[src/rtl/core/rrts_pkg.sv]
// shared types and constants of the round-robin task scheduler
package rrts_pkg;

   localparam int DEF_NUM_TASKS = 16;

   localparam int MODE_W  = 3;
   localparam int TID_W   = 4;
   localparam int STATE_W = 2;
   localparam int TAG_W   = 8;
   localparam int FRAME_W = 64;

   localparam int REQ_FIELDS_W = TID_W + 1 + STATE_W + TAG_W + FRAME_W;
   localparam int REQ_DATA_W   = ((REQ_FIELDS_W + 7) / 8) * 8;
   localparam int RSP_FIELDS_W = TID_W + 3 + TAG_W + FRAME_W;
   localparam int RSP_DATA_W   = ((RSP_FIELDS_W + 7) / 8) * 8;

   localparam int QUEUE_DEPTH = 2;

   typedef enum logic [MODE_W-1:0] {
      MODE_RESET,
      MODE_INIT,
      MODE_SET_TASK,
      MODE_ENQUEUE,
      MODE_START,
      MODE_YIELD,
      MODE_RESCHED,
      MODE_TRAP
   } mode_type;

   localparam logic [STATE_W-1:0] ST_READY   = 2'd0;
   localparam logic [STATE_W-1:0] ST_RUNNING = 2'd1;
   localparam logic [STATE_W-1:0] ST_BLOCKED = 2'd2;
   localparam logic [STATE_W-1:0] ST_UNUSED  = 2'd3;

   typedef struct packed {
      mode_type             mode;
      logic [TID_W-1:0]     task_id;
      logic                 present;
      logic [STATE_W-1:0]   new_state;
      logic [TAG_W-1:0]     space_tag;
      logic [FRAME_W-1:0]   frame_addr;
   } op_type;

   typedef struct packed {
      logic [TID_W-1:0]     current_id;
      logic                 current_valid;
      logic                 switched;
      logic                 vm_switch;
      logic [TAG_W-1:0]     vm_space_out;
      logic [FRAME_W-1:0]   return_frame;
   } res_type;

endpackage

[src/rtl/core/rrts_front.sv]
// front end: unpacks request beats, classifies them and holds them in a short queue
module rrts_front #(
   parameter int NUM_TASKS = rrts_pkg::DEF_NUM_TASKS
) (
   input  logic                            clock,
   input  logic                            reset,
   input  logic                            req_tvalid,
   output logic                            req_tready,
   // task_id[3:0], task_present[4], new_state[6:5], space_tag[14:7], frame_addr[78:15]
   input  logic [rrts_pkg::REQ_DATA_W-1:0] req_tdata,
   // mode[2:0]
   input  logic [rrts_pkg::MODE_W-1:0]     req_tuser,
   output logic                            op_valid,
   input  logic                            op_ready,
   output rrts_pkg::op_type                op
);
   import rrts_pkg::*;

   localparam int QPTR_W = (QUEUE_DEPTH > 1) ? $clog2(QUEUE_DEPTH) : 1;
   localparam int QCNT_W = $clog2(QUEUE_DEPTH + 1);
   localparam logic [QPTR_W-1:0] QLAST = QPTR_W'(QUEUE_DEPTH - 1);
   localparam logic [QCNT_W-1:0] QFULL = QCNT_W'(QUEUE_DEPTH);

   op_type              q_ff [QUEUE_DEPTH];
   logic [QPTR_W-1:0]   wr_ptr_ff, wr_ptr_in;
   logic [QPTR_W-1:0]   rd_ptr_ff, rd_ptr_in;
   logic [QCNT_W-1:0]   cnt_ff, cnt_in;
   op_type              dec;
   logic [TID_W-1:0]    tid;
   logic [STATE_W-1:0]  nst;
   logic                push;
   logic                pop;

   assign tid = req_tdata[3:0];
   assign nst = req_tdata[6:5];

   // ids past the table act as a null task, the spare state code as blocked
   always_comb begin
      dec.mode       = mode_type'(req_tuser);
      dec.task_id    = tid;
      dec.present    = req_tdata[4] && (int'(tid) < NUM_TASKS);
      dec.new_state  = (nst == ST_UNUSED) ? ST_BLOCKED : nst;
      dec.space_tag  = req_tdata[14:7];
      dec.frame_addr = req_tdata[78:15];
   end

   assign req_tready = (cnt_ff != QFULL);
   assign op_valid   = (cnt_ff != '0);
   assign op         = q_ff[rd_ptr_ff];
   assign push       = req_tvalid && req_tready;
   assign pop        = op_valid && op_ready;

   always_comb begin
      wr_ptr_in = wr_ptr_ff;
      rd_ptr_in = rd_ptr_ff;
      cnt_in    = cnt_ff;
      if (push) begin
         wr_ptr_in = (wr_ptr_ff == QLAST) ? '0 : wr_ptr_ff + 1'b1;
      end
      if (pop) begin
         rd_ptr_in = (rd_ptr_ff == QLAST) ? '0 : rd_ptr_ff + 1'b1;
      end
      if (push && !pop) begin
         cnt_in = cnt_ff + 1'b1;
      end else if (pop && !push) begin
         cnt_in = cnt_ff - 1'b1;
      end
   end

   always_ff @(posedge clock) begin
      if (reset) begin
         wr_ptr_ff <= '0;
         rd_ptr_ff <= '0;
         cnt_ff    <= '0;
      end else begin
         wr_ptr_ff <= wr_ptr_in;
         rd_ptr_ff <= rd_ptr_in;
         cnt_ff    <= cnt_in;
      end
   end

   always_ff @(posedge clock) begin
      if (push) begin
         q_ff[wr_ptr_ff] <= dec;
      end
   end

endmodule

[src/rtl/core/rrts_back.sv]
// back end: run queue, per-task table and the scheduling sequencer
module rrts_back #(
   parameter int NUM_TASKS = rrts_pkg::DEF_NUM_TASKS
) (
   input  logic              clock,
   input  logic              reset,
   input  logic              op_valid,
   output logic              op_ready,
   input  rrts_pkg::op_type  op,
   output logic              res_valid,
   input  logic              res_ready,
   output rrts_pkg::res_type res
);
   import rrts_pkg::*;

   localparam int IDX_W = (NUM_TASKS > 1) ? $clog2(NUM_TASKS) : 1;
   localparam int CNT_W = $clog2(NUM_TASKS + 1);
   localparam logic [IDX_W-1:0] LAST_IDX = IDX_W'(NUM_TASKS - 1);
   localparam logic [CNT_W-1:0] FULL_CNT = CNT_W'(NUM_TASKS);

   typedef struct packed {
      logic [STATE_W-1:0] state;
      logic [TAG_W-1:0]   tag;
      logic [FRAME_W-1:0] frame;
   } rec_type;

   localparam rec_type REC_RESET = '{state: ST_BLOCKED, tag: '0, frame: '0};

   typedef enum logic [1:0] {
      S_IDLE,
      S_LOAD,
      S_EXEC,
      S_FINISH
   } state_type;

   // memories
   logic [IDX_W-1:0]     fifo_mem [NUM_TASKS];
   rec_type              rec_mem  [NUM_TASKS];

   state_type            state_ff, state_in;
   op_type               op_ff, op_in;
   logic [IDX_W-1:0]     head_ff, head_in;
   logic [IDX_W-1:0]     tail_ff, tail_in;
   logic [CNT_W-1:0]     count_ff, count_in;
   logic [NUM_TASKS-1:0] queued_ff, queued_in;
   logic [NUM_TASKS-1:0] rec_vld_ff, rec_vld_in;
   logic [IDX_W-1:0]     cur_ff, cur_in;
   logic                 cur_vld_ff, cur_vld_in;
   logic                 resched_ff, resched_in;
   rec_type              cur_rec_ff, cur_rec_in;
   logic [IDX_W-1:0]     nxt_ff, nxt_in;
   logic                 wr2_en_ff, wr2_en_in;
   logic [IDX_W-1:0]     wr2_idx_ff, wr2_idx_in;
   rec_type              wr2_rec_ff, wr2_rec_in;
   res_type              pend_ff, pend_in;
   res_type              res_ff, res_in;
   logic                 res_vld_ff, res_vld_in;
   logic [IDX_W-1:0]     fifo_rd_ff;
   rec_type              rec_rd_ff;
   logic                 rec_rd_vld_ff;

   logic [IDX_W-1:0]     rec_raddr;
   logic                 rec_we;
   logic [IDX_W-1:0]     rec_waddr;
   rec_type              rec_wdata;
   logic                 fifo_we;
   logic [IDX_W-1:0]     push_idx;
   logic                 got, same, pop, push, take, requeue, cur_wr, vm;
   rec_type              nxt_rec, new_cur_rec, nxt_new;
   logic [IDX_W-1:0]     tid_idx;
   logic [FRAME_W-1:0]   ret;

   assign op_ready  = (state_ff == S_IDLE);
   assign res_valid = res_vld_ff;
   assign res       = res_ff;

   always_comb begin
      state_in    = state_ff;
      op_in       = op_ff;
      head_in     = head_ff;
      tail_in     = tail_ff;
      count_in    = count_ff;
      queued_in   = queued_ff;
      cur_in      = cur_ff;
      cur_vld_in  = cur_vld_ff;
      resched_in  = resched_ff;
      cur_rec_in  = cur_rec_ff;
      nxt_in      = nxt_ff;
      wr2_en_in   = wr2_en_ff;
      wr2_idx_in  = wr2_idx_ff;
      wr2_rec_in  = wr2_rec_ff;
      pend_in     = pend_ff;
      res_in      = res_ff;
      res_vld_in  = res_vld_ff && !res_ready;
      rec_raddr   = cur_ff;
      rec_we      = 1'b0;
      rec_waddr   = cur_ff;
      rec_wdata   = cur_rec_ff;
      fifo_we     = 1'b0;
      push_idx    = cur_ff;
      got         = (count_ff != '0);
      same        = (nxt_ff == cur_ff);
      pop         = 1'b0;
      push        = 1'b0;
      take        = 1'b0;
      requeue     = 1'b0;
      cur_wr      = 1'b0;
      vm          = 1'b0;
      ret         = '0;
      tid_idx     = IDX_W'(op_ff.task_id);
      nxt_rec     = rec_rd_vld_ff ? rec_rd_ff : REC_RESET;
      new_cur_rec = cur_rec_ff;
      nxt_new     = nxt_rec;

      case (state_ff)
         S_IDLE: begin
            // enqueue looks at the named task, everything else at the current one
            if (op.mode == MODE_ENQUEUE) begin
               rec_raddr = IDX_W'(op.task_id);
            end
            if (op_valid) begin
               op_in    = op;
               state_in = S_LOAD;
            end
         end
         S_LOAD: begin
            cur_rec_in = rec_rd_vld_ff ? rec_rd_ff : REC_RESET;
            nxt_in     = fifo_rd_ff;
            rec_raddr  = fifo_rd_ff;
            state_in   = S_EXEC;
         end
         S_EXEC: begin
            case (op_ff.mode)
               MODE_RESET, MODE_INIT: begin
                  head_in    = '0;
                  tail_in    = '0;
                  count_in   = '0;
                  queued_in  = '0;
                  resched_in = 1'b0;
                  cur_vld_in = (op_ff.mode == MODE_INIT) && op_ff.present;
                  cur_in     = cur_vld_in ? tid_idx : '0;
               end
               MODE_SET_TASK: begin
                  if (op_ff.present) begin
                     rec_we          = 1'b1;
                     rec_waddr       = tid_idx;
                     rec_wdata.state = op_ff.new_state;
                     rec_wdata.tag   = op_ff.space_tag;
                     rec_wdata.frame = op_ff.frame_addr;
                  end
               end
               MODE_ENQUEUE: begin
                  if (op_ff.present && cur_rec_ff.state == ST_READY &&
                      !queued_ff[tid_idx] && count_ff < FULL_CNT) begin
                     push     = 1'b1;
                     push_idx = tid_idx;
                  end
               end
               MODE_START: begin
                  pop  = got;
                  take = cur_vld_ff && got;
               end
               MODE_YIELD: begin
                  pop     = got;
                  take    = cur_vld_ff && got;
                  requeue = take;
               end
               MODE_RESCHED: begin
                  resched_in = 1'b1;
               end
               MODE_TRAP: begin
                  ret = op_ff.frame_addr;
                  if (resched_ff && cur_vld_ff && op_ff.frame_addr != '0) begin
                     resched_in = 1'b0;
                     pop        = got;
                     // a popped head without a saved frame is dropped
                     if (got && nxt_rec.frame != '0) begin
                        take              = 1'b1;
                        requeue           = 1'b1;
                        cur_wr            = 1'b1;
                        new_cur_rec.frame = op_ff.frame_addr;
                     end
                  end
               end
               default: begin
               end
            endcase

            // running task goes back to the tail; its queued bit may just have been popped
            if (requeue && cur_rec_ff.state == ST_RUNNING) begin
               cur_wr            = 1'b1;
               new_cur_rec.state = ST_READY;
               push              = !queued_ff[cur_ff] || same;
               push_idx          = cur_ff;
            end

            if (cur_wr) begin
               rec_we    = 1'b1;
               rec_waddr = cur_ff;
               rec_wdata = new_cur_rec;
            end

            if (pop) begin
               head_in           = (head_ff == LAST_IDX) ? '0 : head_ff + 1'b1;
               queued_in[nxt_ff] = 1'b0;
            end
            if (push) begin
               fifo_we             = 1'b1;
               tail_in             = (tail_ff == LAST_IDX) ? '0 : tail_ff + 1'b1;
               queued_in[push_idx] = 1'b1;
            end
            if (pop && !push) begin
               count_in = count_ff - 1'b1;
            end else if (push && !pop) begin
               count_in = count_ff + 1'b1;
            end

            wr2_en_in = take;
            if (take) begin
               nxt_new       = same ? new_cur_rec : nxt_rec;
               nxt_new.state = ST_RUNNING;
               wr2_idx_in    = nxt_ff;
               wr2_rec_in    = nxt_new;
               vm            = (nxt_rec.tag != '0) && (cur_rec_ff.tag != nxt_rec.tag);
               cur_in        = nxt_ff;
               cur_vld_in    = 1'b1;
               if (op_ff.mode == MODE_TRAP) begin
                  ret = nxt_new.frame;
               end
            end

            pend_in.current_id    = cur_vld_in ? TID_W'(cur_in) : '0;
            pend_in.current_valid = cur_vld_in;
            pend_in.switched      = (cur_vld_in != cur_vld_ff) ||
                                    (cur_vld_in && cur_in != cur_ff);
            pend_in.vm_switch     = vm;
            pend_in.vm_space_out  = vm ? nxt_rec.tag : '0;
            pend_in.return_frame  = ret;
            state_in              = S_FINISH;
         end
         S_FINISH: begin
            if (wr2_en_ff) begin
               rec_we    = 1'b1;
               rec_waddr = wr2_idx_ff;
               rec_wdata = wr2_rec_ff;
            end
            if (!res_vld_ff || res_ready) begin
               res_in     = pend_ff;
               res_vld_in = 1'b1;
               state_in   = S_IDLE;
            end
         end
         default: begin
            state_in = S_IDLE;
         end
      endcase

      rec_vld_in = rec_vld_ff;
      if (rec_we) begin
         rec_vld_in[rec_waddr] = 1'b1;
      end
   end

   always_ff @(posedge clock) begin
      if (reset) begin
         state_ff   <= S_IDLE;
         head_ff    <= '0;
         tail_ff    <= '0;
         count_ff   <= '0;
         queued_ff  <= '0;
         rec_vld_ff <= '0;
         cur_ff     <= '0;
         cur_vld_ff <= 1'b0;
         resched_ff <= 1'b0;
         wr2_en_ff  <= 1'b0;
         res_vld_ff <= 1'b0;
      end else begin
         state_ff   <= state_in;
         head_ff    <= head_in;
         tail_ff    <= tail_in;
         count_ff   <= count_in;
         queued_ff  <= queued_in;
         rec_vld_ff <= rec_vld_in;
         cur_ff     <= cur_in;
         cur_vld_ff <= cur_vld_in;
         resched_ff <= resched_in;
         wr2_en_ff  <= wr2_en_in;
         res_vld_ff <= res_vld_in;
      end
   end

   always_ff @(posedge clock) begin
      op_ff         <= op_in;
      cur_rec_ff    <= cur_rec_in;
      nxt_ff        <= nxt_in;
      wr2_idx_ff    <= wr2_idx_in;
      wr2_rec_ff    <= wr2_rec_in;
      pend_ff       <= pend_in;
      res_ff        <= res_in;
      rec_rd_vld_ff <= rec_vld_ff[rec_raddr];
   end

   always_ff @(posedge clock) begin
      if (rec_we) begin
         rec_mem[rec_waddr] <= rec_wdata;
      end
      rec_rd_ff <= rec_mem[rec_raddr];
   end

   always_ff @(posedge clock) begin
      if (fifo_we) begin
         fifo_mem[tail_ff] <= push_idx;
      end
      fifo_rd_ff <= fifo_mem[head_ff];
   end

endmodule

[src/rtl/core/round_robin_task_scheduler.sv]
// top level of the round-robin task scheduler
//
// the req channel carries one scheduling operation per beat: the mode in
// req_tuser, the task id, its present flag, a new state, an address-space tag
// and a trap frame pointer in req_tdata. every request beat yields exactly one
// rsp beat with the current task after the step, a switch flag, the address
// space to activate and, for a trap, the frame to resume.
// a request is taken into a two-entry queue; the sequencer then takes each
// operation through issue, current-task table read, head-task table read and
// update, and write-back and result. it takes no new operation from the queue
// until it is back in issue with the previous result handed to the rsp side.
// reset empties the run queue, drops the current task and marks every task
// blocked with no tag and no frame.
// while rsp_tready is low the finished result is held and the sequencer parks
// one more finished result; the queue then fills with two further requests
// and req_tready drops.
module round_robin_task_scheduler #(
   parameter int NUM_TASKS = rrts_pkg::DEF_NUM_TASKS
) (
   input  logic                            clock,
   input  logic                            reset,
   input  logic                            req_tvalid,
   output logic                            req_tready,
   // task_id[3:0], task_present[4], new_state[6:5], space_tag[14:7], frame_addr[78:15]
   input  logic [rrts_pkg::REQ_DATA_W-1:0] req_tdata,
   // mode[2:0]
   input  logic [rrts_pkg::MODE_W-1:0]     req_tuser,
   output logic                            rsp_tvalid,
   input  logic                            rsp_tready,
   // current_id[3:0], current_valid[4], switched[5], vm_switch[6],
   // vm_space_out[14:7], return_frame[78:15]
   output logic [rrts_pkg::RSP_DATA_W-1:0] rsp_tdata
);
   import rrts_pkg::*;

   op_type  op;
   logic    op_valid;
   logic    op_ready;
   res_type res;

   rrts_front #(
      .NUM_TASKS (NUM_TASKS)
   ) u_front (
      .clock      (clock),
      .reset      (reset),
      .req_tvalid (req_tvalid),
      .req_tready (req_tready),
      .req_tdata  (req_tdata),
      .req_tuser  (req_tuser),
      .op_valid   (op_valid),
      .op_ready   (op_ready),
      .op         (op)
   );

   rrts_back #(
      .NUM_TASKS (NUM_TASKS)
   ) u_back (
      .clock     (clock),
      .reset     (reset),
      .op_valid  (op_valid),
      .op_ready  (op_ready),
      .op        (op),
      .res_valid (rsp_tvalid),
      .res_ready (rsp_tready),
      .res       (res)
   );

   assign rsp_tdata = RSP_DATA_W'({res.return_frame, res.vm_space_out, res.vm_switch,
                                   res.switched, res.current_valid, res.current_id});

endmodule
[config.mk]
export PLATFORM = sky130hd
export DESIGN_NAME = round_robin_task_scheduler
export DESIGN_NICKNAME = d
export VERILOG_FILES = /design/src/rtl/core/rrts_pkg.sv /design/src/rtl/core/rrts_front.sv /design/src/rtl/core/rrts_back.sv /design/src/rtl/core/round_robin_task_scheduler.sv
export SDC_FILE = /design/constraint.sdc
export NUM_CORES = 2
export LEC_CHECK = 0
export BUFFER_PORTS_ARGS = -buffer_cell sky130_fd_sc_hd__buf_2
export CORE_ASPECT_RATIO = 0.7
export CORE_MARGIN = 4
export CORE_UTILIZATION = 34
export CTS_BUF_LIST = sky130_fd_sc_hd__clkbuf_16
export DETAILED_ROUTE_END_ITERATION = 10
export GPL_TIMING_DRIVEN = 1
export SYNTH_ARGS = -nofsm -noshare
export SYNTH_HDL_FRONTEND = slang
export SYNTH_SLANG_ARGS = --single-unit
[constraint.sdc]
create_clock -name clock -period 11.7 [get_ports clock]
set_input_delay 1.17 -clock clock [delete_from_list [all_inputs] [get_ports clock]]
set_output_delay 1.17 -clock clock [all_outputs]
set_load 0.1 [all_outputs]
==> impl_metrics.yaml <==
run:
  cap_violations: 0
floorplan:
  ios: 169
  fp.coreArea_mm2: 0.2294
  rows: 147
  die_area_mm2: 0.2383
  initial_core_util_pct: 34.16
  die_y_um: 409.6
  die_x_um: 581.8
yosys:
  synth_flop_cell: "edfxtp_1"
  yosysWarningCount: 0
  syn_inst: 5236
  synth_edf_count: 1806
  synth_nets: 5336
  synth.avg_cell_area_um2: 14.96
  synth.yosys.seq_area_share_pct: 72.77
  synth_seq_cells: 1945
  async_flop_share_pct: 0
  synth.cell_area_mm2: 0.07835
  synth_cell_types: 73
final_layout:
  stdcell_area_mm2: 0.08770
  fill_cells: 21120
  syn_to_final_growth_pct: 11.93
  finalNetCount: 5407
  final_common_cell: "edfxtp_1"
  drive_above_1_share_pct: 13.64
  register_area_mm2: 0.05702
  final_cell_mix: "edfxtp_1 (1,806), nand2_1 (569), a211oi_1 (247)"
  multi_input_area_mm2: 0.01961
  instances_no_fill: 8496
worst_setup_path:
  worstSetupPathType: "reg2reg"
  timing.rr.start: "u_back.state_ff[0]$_SDFFE_PP0P_"
  crit_fanout: 34
  critPathMaxStageDelay_ns: 1.02
  critPathMostFrequentCell: "buf_4"
  cp_num_buf_inv: 4
  setup.worst_path.start: "u_back.state_ff[0]$_SDFFE_PP0P_"
  critPathRequiredTime_ns: 12.13
  end_kind: "register"
  cp_cell_sequence: "ha_2, buf_4, and2_1, buf_4, nor2_2, a22oi_1, o21ai_0, nand2b_1, nor2_4, buf_4, buf_4"
  cp_top_family: "buffers and inverters"
  cp-start-kind: "register"
  crit_arrival_ns: 6.29
  slowest_stage: "nor2_4"
power_and_ir_drop:
  powerDensity_mw_per_mm2: 233.6
  swShare_pct: 32.95
  intPower_mw: 13.74
  power.switching_mw: 6.751
  ir_drop_uv: 230.1
  pwr-share-comb_pct: 25.5
  p_leak_nw: 29.33
  p_clk_share_pct: 26.6
  power_frac_seq_pct: 47.9
global_routing:
  grt_pass1_wl_um: 298800
  grt_usage_pct: 16.57
  grt_max_degree: 195
  grt_pass1_vias: 44050
  antenna_found_initial: 5
  grt-ovfl-total: 0
route:
  wl_per_cell_um: 24.30
  final_antenna_net_count: 0
  first_pass_iters: 6
  drc: 0
  viasPerCell: 5.449
  drt_iter0_markers: 5815
  wirelength_um: 206400
  vias: 46290
placed_design:
  place_congestion: 0.8471
  dpl_cell_area_mm2: 0.08245
  portBuffers: 166
  hpwl_um: 116200
  dp.cells: 8187
sta:
  rsz0062_at_grt: "false"
  setup_violations: 0
  fin_setup_tns_ns: 0
  worst_slew_pin_slew_ns: 1.312
  fmax_mhz: 170.8
  finalMaxSlewViolations: 0
  finalCriticalPeriod_ns: 5.856
  finClkSkew_ns: 0.02906
  min_period_over_period_pct: 50.05
  hold_viol_final: 0
  maxSlewHeadroom_pct: 11.96
clocking:
  postCtsSetupBuffers: 0
  numCtsBuffers: 172
  clkLatencyLatePin_ns: 0.81
  numClockSinks: 1945
  clkTransAtPathRegs_ns: 0.07
  clock_path_buffers: 4
  cts_root_buf: "clkbuf_16"
  cts_hold_buf: 0
  ctsResizeCount: 0
  htreeDepth: 4
  cts_tree: "done"
worst_hold_path:
  hp-start: "u_back.pend_ff[26]$_DFFE_PP_"
  hold_class: "reg2reg"
run_status:
  status: "completed"
## synthesized netlist by cell type, types with 32 or more instances
| library cell | count | area [um2] |
|---|---|---|
| a211oi_1 | 247 | 1854 |
| a21o_1 | 68 | 510.5 |
| a21oi_1 | 83 | 415.4 |
| a221o_1 | 142 | 1421 |
| a221oi_1 | 49 | 429.2 |
| a31oi_1 | 154 | 963.4 |
| and2_0 | 198 | 1239 |
| and2_1 | 97 | 606.8 |
| and3_1 | 142 | 888.4 |
| buf_2 | 85 | 425.4 |
| clkbuf_1 | 232 | 870.8 |
| dfxtp_1 | 139 | 2783 |
| edfxtp_1 | 1806 | 54230 |
| inv_1 | 82 | 307.8 |
| mux2_2 | 165 | 1858 |
| mux2i_1 | 237 | 2372 |
| nand2_1 | 571 | 2143 |
| nor2_1 | 142 | 533.0 |
| nor3_1 | 32 | 160.2 |
| nor4_1 | 36 | 225.2 |
| o21ai_0 | 159 | 795.8 |
| o32ai_1 | 83 | 727.0 |
## registers in the layout, summed over array words and instances (netlist names), 2 cells and up, named ones only
name / cells
u_back.rec_mem: 1184
u_front.q_ff: 164
u_back.pend_ff: 79
u_back.res: 79
u_back.op_ff: 78
u_back.cur_rec_ff: 74
u_back.rec_rd_ff: 74
u_back.wr2_rec_ff: 72
u_back.fifo_mem: 64
u_back.queued_ff: 16
u_back.rec_vld_ff: 16
u_back.count_ff: 5
u_back.cur_ff: 4
u_back.fifo_rd_ff: 4
u_back.head_ff: 4
u_back.nxt_ff: 4
u_back.tail_ff: 4
u_back.tid_idx: 4
u_back.wr2_idx_ff: 4
u_back.state_ff: 2
u_front.cnt_ff: 2
## worst paths after layout
kind	endpoint	depth (start not counted)	slack [ns]
min	u_back.res[26]$_DFFE_PP_	0	0.42
max reg2reg	u_back.rec_mem[11][35]$_DFFE_PP_	11	5.84
min reg2reg	u_back.res[26]$_DFFE_PP_	0	0.42
max	u_back.rec_mem[11][35]$_DFFE_PP_	11	5.84
## cells by family after synthesis
kind of cell               after synthesis  share of synthesized area, %
other                                    1                      0.004786
AOI/OAI and AO/OA                     1078                         10.05
and+or+nand+nor                       1295                         8.033
adders and majority gates               13                        0.2076
xor gates and xnor gates                18                        0.2012
muxes                                  429                         6.156
DFF                                   1945                         72.77
buffers and inverters                  457                         2.579
## layer usage
metal  GRT usage (%)  wire [um]  up-vias
met4           3.077       3465        0
li1                -          -    20440
met2           24.55      90460     1787
met5               0          0        -
met3           3.104      16790      228
met1           25.40      95720    23840
## per-stage QoR
step / util (%) / setup WS, ns / total power, mW / hold slack (ns)
floorplan: - / 4.339 / 13.18 / 0.4003
global placement: 35.95 / 6.003 / 15.03 / 0.4044
detailed placement: 35.95 / 5.947 / 15.16 / 0.4045
CTS: 38.23 / 5.945 / 20.57 / 0.4196
global route: 38.23 / 5.605 / 21.33 / 0.4255
finish: 38.24 / 5.844 / 20.49 / 0.4173
## area by class of cell
type / count / area share (%)
flip-flops and latches: 1945 / 65.02
diodes: 4 / 0.01141
multi-input cells: 2834 / 22.36
clock inverters: 131 / 1.006
repair buffers: 271 / 1.918
inverters: 83 / 0.3567
well taps: 3054 / 4.357
clock buffers: 174 / 4.965
## power groups by stage
| stage | registers, mW | clock network [mW] | logic (mW) |
|---|---|---|---|
| 2_1_floorplan | 9.79 | 0 | 3.40 |
| 4_1_cts | 9.81 | 5.53 | 5.22 |
| 5_1_grt | 9.87 | 5.85 | 5.62 |
| 3_3_place_gp | 9.94 | 0 | 5.09 |
| 3_5_place_dp | 9.95 | 0 | 5.21 |
| 6_report | 9.82 | 5.44 | 5.22 |
No activity file was read; power rests on OpenSTA's default activity.
